==> config.mk <==
export PLATFORM = sky130hd
export DESIGN_NAME = two_list_lru_block_cache
export DESIGN_NICKNAME = d
export VERILOG_FILES = /design/src/design/tllbc_pkg.sv /design/src/design/two_list_lru_block_cache.sv /design/src/design/tllbc_dp.sv /design/src/design/tllbc_ctrl.sv
export SDC_FILE = /design/constraint.sdc
export NUM_CORES = 2
export LEC_CHECK = 0
export BUFFER_PORTS_ARGS = -buffer_cell sky130_fd_sc_hd__buf_2
export CORE_UTILIZATION = 58
export DETAILED_ROUTE_END_ITERATION = 6
export PLACE_DENSITY = 0.7
export SLEW_MARGIN = 25
export SYNTH_ARGS = -nofsm -noshare
export SYNTH_HDL_FRONTEND = slang
export SYNTH_SLANG_ARGS = --single-unit
==> constraint.sdc <==
create_clock -name clk -period 16.5 [get_ports clk]
set_input_delay 1.65 -clock clk [delete_from_list [all_inputs] [get_ports clk]]
set_output_delay 1.65 -clock clk [all_outputs]
set_load 0.01 [all_outputs]
==> src/design/tllbc_pkg.sv <==
// Shared types and constants of the two-list LRU block cache directory.
// Used by tllbc_ctrl, tllbc_dp and two_list_lru_block_cache; no dependencies.
`timescale 1ns / 1ps
package tllbc_pkg;

  localparam int ENTRIES_DEF  = 32;
  localparam int TAG_BITS_DEF = 32;
  localparam int REF_BITS_DEF = 8;

  // Item kinds
  localparam logic [1:0] KIND_GET     = 2'd0;
  localparam logic [1:0] KIND_RELEASE = 2'd1;
  localparam logic [1:0] KIND_FREE    = 2'd2;

  // Result status codes
  localparam logic [2:0] ST_HIT_ACT   = 3'd0;
  localparam logic [2:0] ST_HIT_INACT = 3'd1;
  localparam logic [2:0] ST_MISS      = 3'd2;
  localparam logic [2:0] ST_NO_FREE   = 3'd3;
  localparam logic [2:0] ST_BAD_REL   = 3'd4;
  localparam logic [2:0] ST_OK        = 3'd5;

  typedef enum logic [3:0] {
    CMD_NONE,
    CMD_LOAD,
    CMD_STEP,
    CMD_SWITCH,
    CMD_HIT,
    CMD_FULL,
    CMD_MISS,
    CMD_REL,
    CMD_UNLINK,
    CMD_INS_ACT_HEAD,
    CMD_INS_ACT_TAIL,
    CMD_INS_INACT_HEAD,
    CMD_FREE_START,
    CMD_FREE_STEP
  } dp_cmd_t;

  typedef struct packed {
    logic [1:0] kind;
    logic       walk_ok;
    logic       match;
    logic       phase;
    logic       tail_free;
    logic       rel_bad;
    logic       rel_last;
    logic       free_go;
  } dp_status_t;

endpackage

==> src/design/two_list_lru_block_cache.sv <==
// Two-list LRU block cache directory, one item at a time, one result word each.
// A get walks the active list, then the inactive list, one node per step; a release
// relinks only when the last reference goes; free pages walks up to ENTRIES slots.
// A new item is taken only after the previous result word has been accepted.
// Reset (rst, synchronous): all slots empty on the inactive ring, no clearing pass.
`timescale 1ns / 1ps
module two_list_lru_block_cache #(
  parameter int ENTRIES  = tllbc_pkg::ENTRIES_DEF,
  parameter int TAG_BITS = tllbc_pkg::TAG_BITS_DEF,
  parameter int REF_BITS = tllbc_pkg::REF_BITS_DEF
) (
  input  logic        clk,
  input  logic        rst,
  input  logic        s_tvalid,
  output logic        s_tready,
  input  logic [47:0] s_tdata,   // blk_no[31:0], slot[36:32], free_limit[42:37], zero fill
  input  logic [1:0]  s_tuser,   // kind[1:0]
  output logic        m_tvalid,
  input  logic        m_tready,
  output logic [15:0] m_tdata    // slot_out[4:0], status[7:5], disk_rd[8],
                                 // need_page[9], freed_count[15:10]
);

  tllbc_pkg::dp_cmd_t    cmd;
  tllbc_pkg::dp_status_t st;

  logic [4:0] slot_out;
  logic [2:0] status;
  logic       disk_rd;
  logic       need_page;
  logic [5:0] freed_count;

  tllbc_ctrl u_ctrl (
    .clk      (clk),
    .rst      (rst),
    .s_tvalid (s_tvalid),
    .s_tready (s_tready),
    .m_tvalid (m_tvalid),
    .m_tready (m_tready),
    .st       (st),
    .cmd      (cmd)
  );

  tllbc_dp #(
    .ENTRIES  (ENTRIES),
    .TAG_BITS (TAG_BITS),
    .REF_BITS (REF_BITS)
  ) u_dp (
    .clk           (clk),
    .rst           (rst),
    .cmd           (cmd),
    .in_kind       (s_tuser),
    .in_blk_no     (s_tdata[31:0]),
    .in_slot       (s_tdata[36:32]),
    .in_free_limit (s_tdata[42:37]),
    .st            (st),
    .slot_out      (slot_out),
    .status        (status),
    .disk_rd       (disk_rd),
    .need_page     (need_page),
    .freed_count   (freed_count)
  );

  // Pack the result word
  assign m_tdata = {freed_count, need_page, disk_rd, status, slot_out};

endmodule

==> src/design/tllbc_dp.sv <==
// Datapath: slot directory, link rings, walk cursor and result word registers.
// Depends on tllbc_pkg; driven by commands from tllbc_ctrl.
`timescale 1ns / 1ps
module tllbc_dp #(
  parameter int ENTRIES  = tllbc_pkg::ENTRIES_DEF,
  parameter int TAG_BITS = tllbc_pkg::TAG_BITS_DEF,
  parameter int REF_BITS = tllbc_pkg::REF_BITS_DEF
) (
  input  logic                  clk,
  input  logic                  rst,
  input  tllbc_pkg::dp_cmd_t    cmd,
  input  logic [1:0]            in_kind,
  input  logic [31:0]           in_blk_no,
  input  logic [4:0]            in_slot,
  input  logic [5:0]            in_free_limit,
  output tllbc_pkg::dp_status_t st,
  output logic [4:0]            slot_out,
  output logic [2:0]            status,
  output logic                  disk_rd,
  output logic                  need_page,
  output logic [5:0]            freed_count
);

  localparam int NODES = ENTRIES + 2;
  localparam int NW    = $clog2(NODES);
  localparam int SW    = (ENTRIES > 1) ? $clog2(ENTRIES) : 1;
  localparam int CW    = $clog2(ENTRIES + 1);
  localparam logic [NW-1:0] ACT_HEAD   = NW'(ENTRIES);
  localparam logic [NW-1:0] INACT_HEAD = NW'(ENTRIES + 1);
  localparam logic [REF_BITS-1:0] REF_MAX = '1;

  logic [TAG_BITS-1:0] tag_store [ENTRIES];
  logic                valid_mark [ENTRIES];
  logic [REF_BITS-1:0] ref_count [ENTRIES];
  logic                page_held [ENTRIES];
  logic [NW-1:0]       next_link [ENTRIES];
  logic [NW-1:0]       prev_link [ENTRIES];

  // Ring head nodes live in registers beside the slot links
  logic [NW-1:0]       act_nx;
  logic [NW-1:0]       act_pv;
  logic [NW-1:0]       inact_nx;
  logic [NW-1:0]       inact_pv;

  logic [1:0]          kind;
  logic [TAG_BITS-1:0] tag;
  logic [4:0]          slot;
  logic [5:0]          limit;
  logic [NW-1:0]       cur;
  logic [NW-1:0]       tgt;
  logic [CW-1:0]       steps;
  logic                phase;

  logic [SW-1:0] cur_idx;
  logic [SW-1:0] slot_idx;
  logic [SW-1:0] tail_idx;
  logic [SW-1:0] tgt_idx;
  logic [NW-1:0] tail;
  logic [NW-1:0] tgt_nx;
  logic [NW-1:0] tgt_pv;
  logic          cur_is_slot;
  logic          slot_in_range;

  assign cur_idx       = cur[SW-1:0];
  assign slot_idx      = SW'(slot);
  assign tail          = inact_pv;
  assign tail_idx      = tail[SW-1:0];
  assign tgt_idx       = tgt[SW-1:0];
  assign tgt_nx        = next_link[tgt_idx];
  assign tgt_pv        = prev_link[tgt_idx];
  assign cur_is_slot   = cur < ACT_HEAD;
  assign slot_in_range = 32'(slot) < ENTRIES;

  // Status toward the controller
  always_comb begin
    st.kind      = kind;
    st.phase     = phase;
    st.walk_ok   = cur_is_slot && (steps < CW'(ENTRIES));
    st.match     = cur_is_slot && valid_mark[cur_idx] && (tag_store[cur_idx] == tag);
    st.tail_free = tail < ACT_HEAD;
    st.rel_bad   = !slot_in_range || (ref_count[slot_idx] == '0);
    st.rel_last  = ref_count[slot_idx] == REF_BITS'(1);
    st.free_go   = st.walk_ok && (freed_count < limit);
  end

  // Tag store has no reset; written only on a miss fill
  always_ff @(posedge clk) begin
    if (cmd == tllbc_pkg::CMD_MISS) begin
      tag_store[tail_idx] <= tag;
    end
  end

  // Directory, rings, cursor and result word
  always_ff @(posedge clk) begin
    if (rst) begin
      for (int i = 0; i < ENTRIES; i++) begin
        valid_mark[i] <= 1'b0;
        ref_count[i]  <= '0;
        page_held[i]  <= 1'b0;
        next_link[i]  <= (i == 0) ? INACT_HEAD : NW'(i - 1);
        prev_link[i]  <= (i == ENTRIES - 1) ? INACT_HEAD : NW'(i + 1);
      end
      act_nx      <= ACT_HEAD;
      act_pv      <= ACT_HEAD;
      inact_nx    <= NW'(ENTRIES - 1);
      inact_pv    <= '0;
      cur         <= '0;
      tgt         <= '0;
      steps       <= '0;
      phase       <= 1'b0;
      kind        <= '0;
      slot        <= '0;
      limit       <= '0;
      tag         <= '0;
      slot_out    <= '0;
      status      <= tllbc_pkg::ST_OK;
      disk_rd     <= 1'b0;
      need_page   <= 1'b0;
      freed_count <= '0;
    end else begin
      unique case (cmd)
        tllbc_pkg::CMD_LOAD: begin
          kind        <= in_kind;
          tag         <= TAG_BITS'(in_blk_no);
          slot        <= in_slot;
          limit       <= in_free_limit;
          cur         <= act_nx;
          steps       <= '0;
          phase       <= 1'b0;
          slot_out    <= '0;
          status      <= tllbc_pkg::ST_OK;
          disk_rd     <= 1'b0;
          need_page   <= 1'b0;
          freed_count <= '0;
        end
        tllbc_pkg::CMD_STEP: begin
          cur   <= next_link[cur_idx];
          steps <= steps + CW'(1);
        end
        tllbc_pkg::CMD_SWITCH: begin
          cur   <= inact_nx;
          steps <= '0;
          phase <= 1'b1;
        end
        tllbc_pkg::CMD_HIT: begin
          tgt      <= cur;
          slot_out <= 5'(cur);
          status   <= phase ? tllbc_pkg::ST_HIT_INACT : tllbc_pkg::ST_HIT_ACT;
          if (ref_count[cur_idx] != REF_MAX) begin
            ref_count[cur_idx] <= ref_count[cur_idx] + REF_BITS'(1);
          end
          if (!page_held[cur_idx]) begin
            need_page          <= 1'b1;
            disk_rd            <= 1'b1;
            page_held[cur_idx] <= 1'b1;
          end
        end
        tllbc_pkg::CMD_FULL: begin
          status <= tllbc_pkg::ST_NO_FREE;
        end
        tllbc_pkg::CMD_MISS: begin
          tgt                  <= tail;
          slot_out             <= 5'(tail);
          status               <= tllbc_pkg::ST_MISS;
          valid_mark[tail_idx] <= 1'b1;
          ref_count[tail_idx]  <= REF_BITS'(1);
          need_page            <= !page_held[tail_idx];
          page_held[tail_idx]  <= 1'b1;
          disk_rd              <= 1'b1;
        end
        tllbc_pkg::CMD_REL: begin
          if (st.rel_bad) begin
            status <= tllbc_pkg::ST_BAD_REL;
          end else begin
            ref_count[slot_idx] <= ref_count[slot_idx] - REF_BITS'(1);
            tgt                 <= NW'(slot);
          end
        end
        tllbc_pkg::CMD_UNLINK: begin
          // Bridge the neighbors, either of which may be a head node
          if (tgt_nx == ACT_HEAD) begin
            act_pv <= tgt_pv;
          end else if (tgt_nx == INACT_HEAD) begin
            inact_pv <= tgt_pv;
          end else begin
            prev_link[tgt_nx[SW-1:0]] <= tgt_pv;
          end
          if (tgt_pv == ACT_HEAD) begin
            act_nx <= tgt_nx;
          end else if (tgt_pv == INACT_HEAD) begin
            inact_nx <= tgt_nx;
          end else begin
            next_link[tgt_pv[SW-1:0]] <= tgt_nx;
          end
        end
        tllbc_pkg::CMD_INS_ACT_HEAD: begin
          next_link[tgt_idx] <= act_nx;
          if (act_nx == ACT_HEAD) begin
            act_pv <= tgt;
          end else begin
            prev_link[act_nx[SW-1:0]] <= tgt;
          end
          prev_link[tgt_idx] <= ACT_HEAD;
          act_nx             <= tgt;
        end
        tllbc_pkg::CMD_INS_ACT_TAIL: begin
          prev_link[tgt_idx] <= act_pv;
          if (act_pv == ACT_HEAD) begin
            act_nx <= tgt;
          end else begin
            next_link[act_pv[SW-1:0]] <= tgt;
          end
          next_link[tgt_idx] <= ACT_HEAD;
          act_pv             <= tgt;
        end
        tllbc_pkg::CMD_INS_INACT_HEAD: begin
          next_link[tgt_idx] <= inact_nx;
          if (inact_nx == INACT_HEAD) begin
            inact_pv <= tgt;
          end else begin
            prev_link[inact_nx[SW-1:0]] <= tgt;
          end
          prev_link[tgt_idx] <= INACT_HEAD;
          inact_nx           <= tgt;
        end
        tllbc_pkg::CMD_FREE_START: begin
          cur   <= inact_pv;
          steps <= '0;
        end
        tllbc_pkg::CMD_FREE_STEP: begin
          if (page_held[cur_idx]) begin
            page_held[cur_idx]  <= 1'b0;
            valid_mark[cur_idx] <= 1'b0;
            freed_count         <= freed_count + 6'd1;
          end
          cur   <= prev_link[cur_idx];
          steps <= steps + CW'(1);
        end
        default: begin
        end
      endcase
    end
  end

`ifndef SYNTHESIS
  // A walk never runs past the slot count
  a_steps_bound: assert property (@(posedge clk) disable iff (rst)
    steps <= CW'(ENTRIES))
    else $error("walk step count exceeds slot count");

  // Free pass never drops more pages than asked
  a_freed_bound: assert property (@(posedge clk) disable iff (rst)
    (cmd == tllbc_pkg::CMD_FREE_STEP) |-> (freed_count < limit))
    else $error("free pass past its limit");

  // A miss fill only happens on an inactive tail slot
  a_miss_tail: assert property (@(posedge clk) disable iff (rst)
    (cmd == tllbc_pkg::CMD_MISS) |-> (tail < ACT_HEAD))
    else $error("miss fill without free slot");
`endif

endmodule

==> src/design/tllbc_ctrl.sv <==
// Controller state machine: sequences search, relink and free walks.
// Depends on tllbc_pkg; issues commands to tllbc_dp and owns the handshakes.
`timescale 1ns / 1ps
module tllbc_ctrl (
  input  logic                  clk,
  input  logic                  rst,
  input  logic                  s_tvalid,
  output logic                  s_tready,
  output logic                  m_tvalid,
  input  logic                  m_tready,
  input  tllbc_pkg::dp_status_t st,
  output tllbc_pkg::dp_cmd_t    cmd
);

  typedef enum logic [3:0] {
    S_IDLE,
    S_DISPATCH,
    S_SEARCH,
    S_UNL_AH,
    S_INS_AH,
    S_UNL_AT,
    S_INS_AT,
    S_REL,
    S_UNL_IH,
    S_INS_IH,
    S_FREE,
    S_OUT
  } state_t;

  state_t state;
  state_t state_next;

  assign s_tready = (state == S_IDLE);

  // Command and next state
  always_comb begin
    cmd        = tllbc_pkg::CMD_NONE;
    state_next = state;
    unique case (state)
      S_IDLE: begin
        if (s_tvalid) begin
          cmd        = tllbc_pkg::CMD_LOAD;
          state_next = S_DISPATCH;
        end
      end
      S_DISPATCH: begin
        priority case (st.kind)
          tllbc_pkg::KIND_GET:     state_next = S_SEARCH;
          tllbc_pkg::KIND_RELEASE: state_next = S_REL;
          tllbc_pkg::KIND_FREE: begin
            cmd        = tllbc_pkg::CMD_FREE_START;
            state_next = S_FREE;
          end
          default:                 state_next = S_OUT;
        endcase
      end
      S_SEARCH: begin
        priority if (st.walk_ok && st.match) begin
          cmd        = tllbc_pkg::CMD_HIT;
          state_next = S_UNL_AH;
        end else if (st.walk_ok) begin
          cmd = tllbc_pkg::CMD_STEP;
        end else if (!st.phase) begin
          cmd = tllbc_pkg::CMD_SWITCH;
        end else if (st.tail_free) begin
          cmd        = tllbc_pkg::CMD_MISS;
          state_next = S_UNL_AT;
        end else begin
          cmd        = tllbc_pkg::CMD_FULL;
          state_next = S_OUT;
        end
      end
      S_UNL_AH: begin
        cmd        = tllbc_pkg::CMD_UNLINK;
        state_next = S_INS_AH;
      end
      S_INS_AH: begin
        cmd        = tllbc_pkg::CMD_INS_ACT_HEAD;
        state_next = S_OUT;
      end
      S_UNL_AT: begin
        cmd        = tllbc_pkg::CMD_UNLINK;
        state_next = S_INS_AT;
      end
      S_INS_AT: begin
        cmd        = tllbc_pkg::CMD_INS_ACT_TAIL;
        state_next = S_OUT;
      end
      S_REL: begin
        cmd        = tllbc_pkg::CMD_REL;
        state_next = (!st.rel_bad && st.rel_last) ? S_UNL_IH : S_OUT;
      end
      S_UNL_IH: begin
        cmd        = tllbc_pkg::CMD_UNLINK;
        state_next = S_INS_IH;
      end
      S_INS_IH: begin
        cmd        = tllbc_pkg::CMD_INS_INACT_HEAD;
        state_next = S_OUT;
      end
      S_FREE: begin
        if (st.free_go) begin
          cmd = tllbc_pkg::CMD_FREE_STEP;
        end else begin
          state_next = S_OUT;
        end
      end
      S_OUT: begin
        if (m_tready) begin
          state_next = S_IDLE;
        end
      end
      default: state_next = S_IDLE;
    endcase
  end

  // Hold state and the output valid
  always_ff @(posedge clk) begin
    if (rst) begin
      state    <= S_IDLE;
      m_tvalid <= 1'b0;
    end else begin
      state    <= state_next;
      m_tvalid <= (state_next == S_OUT);
    end
  end

`ifndef SYNTHESIS
  // Never take a new word while a result waits
  a_no_overlap: assert property (@(posedge clk) disable iff (rst)
    s_tready |-> !m_tvalid)
    else $error("input taken while result pending");

  // A taken result returns the block to idle
  a_out_done: assert property (@(posedge clk) disable iff (rst)
    (m_tvalid && m_tready) |=> (state == S_IDLE))
    else $error("result taken but not idle");

  // Output valid rises only from a busy state
  a_valid_rise: assert property (@(posedge clk) disable iff (rst)
    $rose(m_tvalid) |-> !$past(s_tready))
    else $error("result without work");
`endif

endmodule
==> summary.txt <==
Placed design
  • Placed cell areas: 89500 sq um
  • Placed cell count: 7621
  • PortBufs: 66
  • Post-DP HPWL: 154000 um
  • Routability cong.: 0.959

Power
  • Net switching power: 4490 uW
  • Internal power: 9130 uW
  • Sw frac: 32.9%
  • Clock share of power: 31.5%
  • Logic gate share of total power: 26.8%
  • Flop pwr share: 41.8%
  • Pleak: 0.0292 uW
  • Pwr dens: 142 nW/um^2
  • Maximum VDD drop: 0.112 mV

Clocking
  • TritonCTS clock tree: yes
  • Post-CTS setup buffers: 0
  • Cts hold-fix bufs: 0
  • CTS Root Buffer Type: clkbuf_16
  • Clk Latency, worst-skew pair: 0.86 ns
  • Resized Gates After CTS: 0
  • H-tree depth: 4
  • CTS buffer count: 190
  • Clock buffer depth: 3
  • Clock-pin slew on the worst setup and hold paths: 0.06 ns
  • Clock Sink Count: 1857

Worst hold path
  • Worst Hold Class: reg -> reg
  • Hold endpoint: u_dp.limit[0]
  • Min-Delay Path Depth: 2
  • Hold_sp: u_dp.limit[0]

Global routing
  • Initial antenna violation count: 2
  • Global route overflow: 0
  • GR Util All Layers: 34.3%
  • Vias in the first global route: 55100
  • Global-route wire length before repair: 375000 um
  • Pin count of the biggest net entering global routing: 126

Route
  • Final WL: 261000 um
  • Drt pass-1 iters: 6
  • Drt drc: 0
  • Final antenna-violating net count: 0
  • Via count: 57000
  • DR vias/cell: 7.14
  • Initial DRC Count: 8163
  • DR WL/cell: 32.8 um

Run status
  • Outcome: complete, no violations

Floorplanning
  • Die ar.: 152000 sq um
  • # rows: 141
  • Starting density of the core: 58.7%
  • Height of the die: 389 um
  • I/O pin count: 72
  • Total core area: 148000 sq um
  • Chip width: 389 um

Yosys
  • Post-synth net total: 5923
  • Ys Warns: 0
  • Post-synthesis sequential area ratio: 62.6%
  • Synth cell count leaders: edfxtp_1 (1728), nor2_1 (571), mux4_2 (538)
  • Synthesized area: 87000 sq um
  • Yosys cell types: 82
  • Top cells by area, synth: edfxtp_1 (60%), mux4_2 (14%), mux2i_1 (4.1%)
  • Async SR Flop Fraction: 0%
  • Top cell type's share of synthesized area: 59.6%
  • #FFs+latches synth: 1857
  • EDFF count, synth: 1728
  • Most frequent cell after synthesis: edfxtp_1
  • Top FF cell, synth: edfxtp_1
  • Synth Area per Inst: 14.9 sq um
  • Post-synth top area cell: edfxtp_1
  • Cell count after synthesis: 5858

Critical path
  • Critical Path Sink Type: flop
  • Worst path slowest cell: nor4_2
  • Most common cell on crit path: buf_4
  • Worst path arrival time: 9.45 ns
  • Worst setup SP type: flop
  • Worst endpoint required time: 17.00 ns
  • CP peak stage delay: 0.94 ns
  • FF-to-FF End: u_dp.ref_count[28][2]
  • Worst path cell trace: buf_4 -> buf_12 -> buf_4 -> mux2i_1 -> a22oi_1 -> nand3_1 -> nand4_1 -> xor2_1 -> nor4_1 -> nand4_2 -> nor4_2 -> a21oi_1 -> buf_4 -> a211oi_2 -> and4_1 -> nand4_1 -> nand2_1
  • CP Buf/Inv Count: 4
  • Setup CP Type: reg -> reg
  • CP max FO: 125
  • Largest delay share family, worst path: simple AND/OR/NAND/NOR gates
  • Worst r2r path cells: 17
  • R2R setup slack: 7.55 ns

Finish
  • Diode count: 0
  • Fillers: 10500
  • Syn-to-layout area delta: 10.0%
  • Layout cells sized above 1: 20.3%
  • Cell area after layout: 95800 sq um
  • Final-stage net count: 5878
  • Layout Cells excl Fill: 7975

Timing
  • Min Tclk post-route: 8.95 ns
  • Part of the cycle the worst path needs: 54.3%
  • Pins Over Slew Limit: 0
  • Post-Route Skew: 0.0393 ns
  • WHS: 0.461 ns
  • TNS Setup: 0 ns
  • Slew HR: 18.9%
  • RSZ-0062 raised after global routing: no
  • Max Clock Freq: 112 MHz
  • Setup violators final: 0
  • Final hold viol count: 0
  • Worst-margin pin slew: 1.21 ns

Job
  • Maximum Capacitance Violations: 0
==> power by group through the flow <==
stage               registers, uW  logic (uW)  clock network (uW)
finish                       5690        3650                4290
global route                 5710        3800                4480
detailed placement           5780        3550                   0
CTS                          5680        3570                4300
floorplan                    5640        2460                   0
global placement             5760        3510                   0
==> worst register-to-register path, cell delays in order (launching register included) <==
cell	delay [ns]
dfxtp_4	0.58
buf_4	0.71
buf_12	0.64
buf_4	1.16
mux2i_1	0.32
a22oi_1	0.11
nand3_1	0.14
nand4_1	0.12
xor2_1	0.19
nor4_1	0.65
nand4_2	0.43
nor4_2	0.94
a21oi_1	0.17
buf_4	0.24
a211oi_2	0.57
and4_1	0.58
nand4_1	0.51
nand2_1	0.57
==> area by class of cell <==
| class | count | area, sq um | area share, % |
|---|---|---|---|
| Tap cell | 2002 | 2500 | 2.62 |
| Timing Repair Buffer | 234 | 1630 | 1.70 |
| Inverter | 47 | 179 | 0.187 |
| Clock inverter | 89 | 952 | 0.994 |
| Multi-Input combinational cell | 3483 | 30700 | 32.1 |
| Sequential cell | 1857 | 54500 | 56.9 |
| Clock buffer | 263 | 5250 | 5.49 |
==> state kept, by name, indices dropped and copies added, names as in the netlist, 32 cells and up, named ones only <==
signal,count
u_dp.valid_mark,32
u_dp.next_link,192
u_dp.page_held,32
u_dp.prev_link,192
u_dp.ref_count,256
u_dp.tag_store,1024
u_dp.tag,32
==> cells in the final DEF, fill, tap and decap left out, types with 35 or more instances in the layout <==
master     netlist  layout
edfxtp_1      1728    1728
mux4_2         538     538
nor2_1         571     534
nand2_1        434     432
mux2i_1        354     350
a22oi_1        220     214
clkbuf_16        0     194
a21oi_1        185     183
buf_4           44     164
o22ai_1        148     148
nand3_1        108     108
o21ai_0        111     108
dfxtp_1        129     103
buf_2           62      65
nand2b_1        59      59
clkbuf_1       299      55
o211ai_1        47      47
a32oi_1         46      45
nor3_1          47      45
or3_1           45      45
inv_1           45      44
o31ai_1         43      41
nor4_1          35      35
nand4_1         35      35
==> logic make-up after synthesis <==
logic type	count (synthesis)	share of synthesized area [%]
DFF	1857	62.6
and+or+nand+nor	1481	7.73
AOI/OAI and AO/OA	1019	8.04
muxes	925	18.4
buffers and inverters	518	2.59
xor gates and xnor gates	47	0.473
adders and majority gates	11	0.158
==> routing by layer <==
layer	vias to the layer above	wire length [um]	GRT usage, %
li1	23400	-	-
met1	28600	94100	47.0
met2	4208	120000	52.6
met3	748	33300	7.95
met4	4	13600	16.1
met5	-	21	0
==> worst max-delay path by stage <==
stage / start / end / slack, ns / depth (start not counted)
after CTS: flop / u_dp.ref_count[13][2] / 7.71 / 16
final: flop / u_dp.ref_count[28][2] / 7.55 / 17
after detailed placement: flop / u_dp.ref_count[13][2] / 7.70 / 16
after global routing: flop / u_dp.ref_count[12][4] / 7.13 / 16
after global placement: flop / u_dp.ref_count[13][1] / 7.80 / 16
after floorplan: flop / u_dp.ref_count[3][0] / 10.24 / 19
==> metrics by stage <==
stage | power [uW] | util, % | setup WS (ns)
final | 13600 | 64.5 | 7.55
after global routing | 14000 | 64.5 | 7.13
after CTS | 13500 | 64.5 | 7.71
after detailed placement | 9330 | 60.3 | 7.70
after global placement | 9270 | 60.3 | 7.80
after floorplan | 8100 | - | 10.24
No activity file was read; power rests on OpenSTA's default activity.
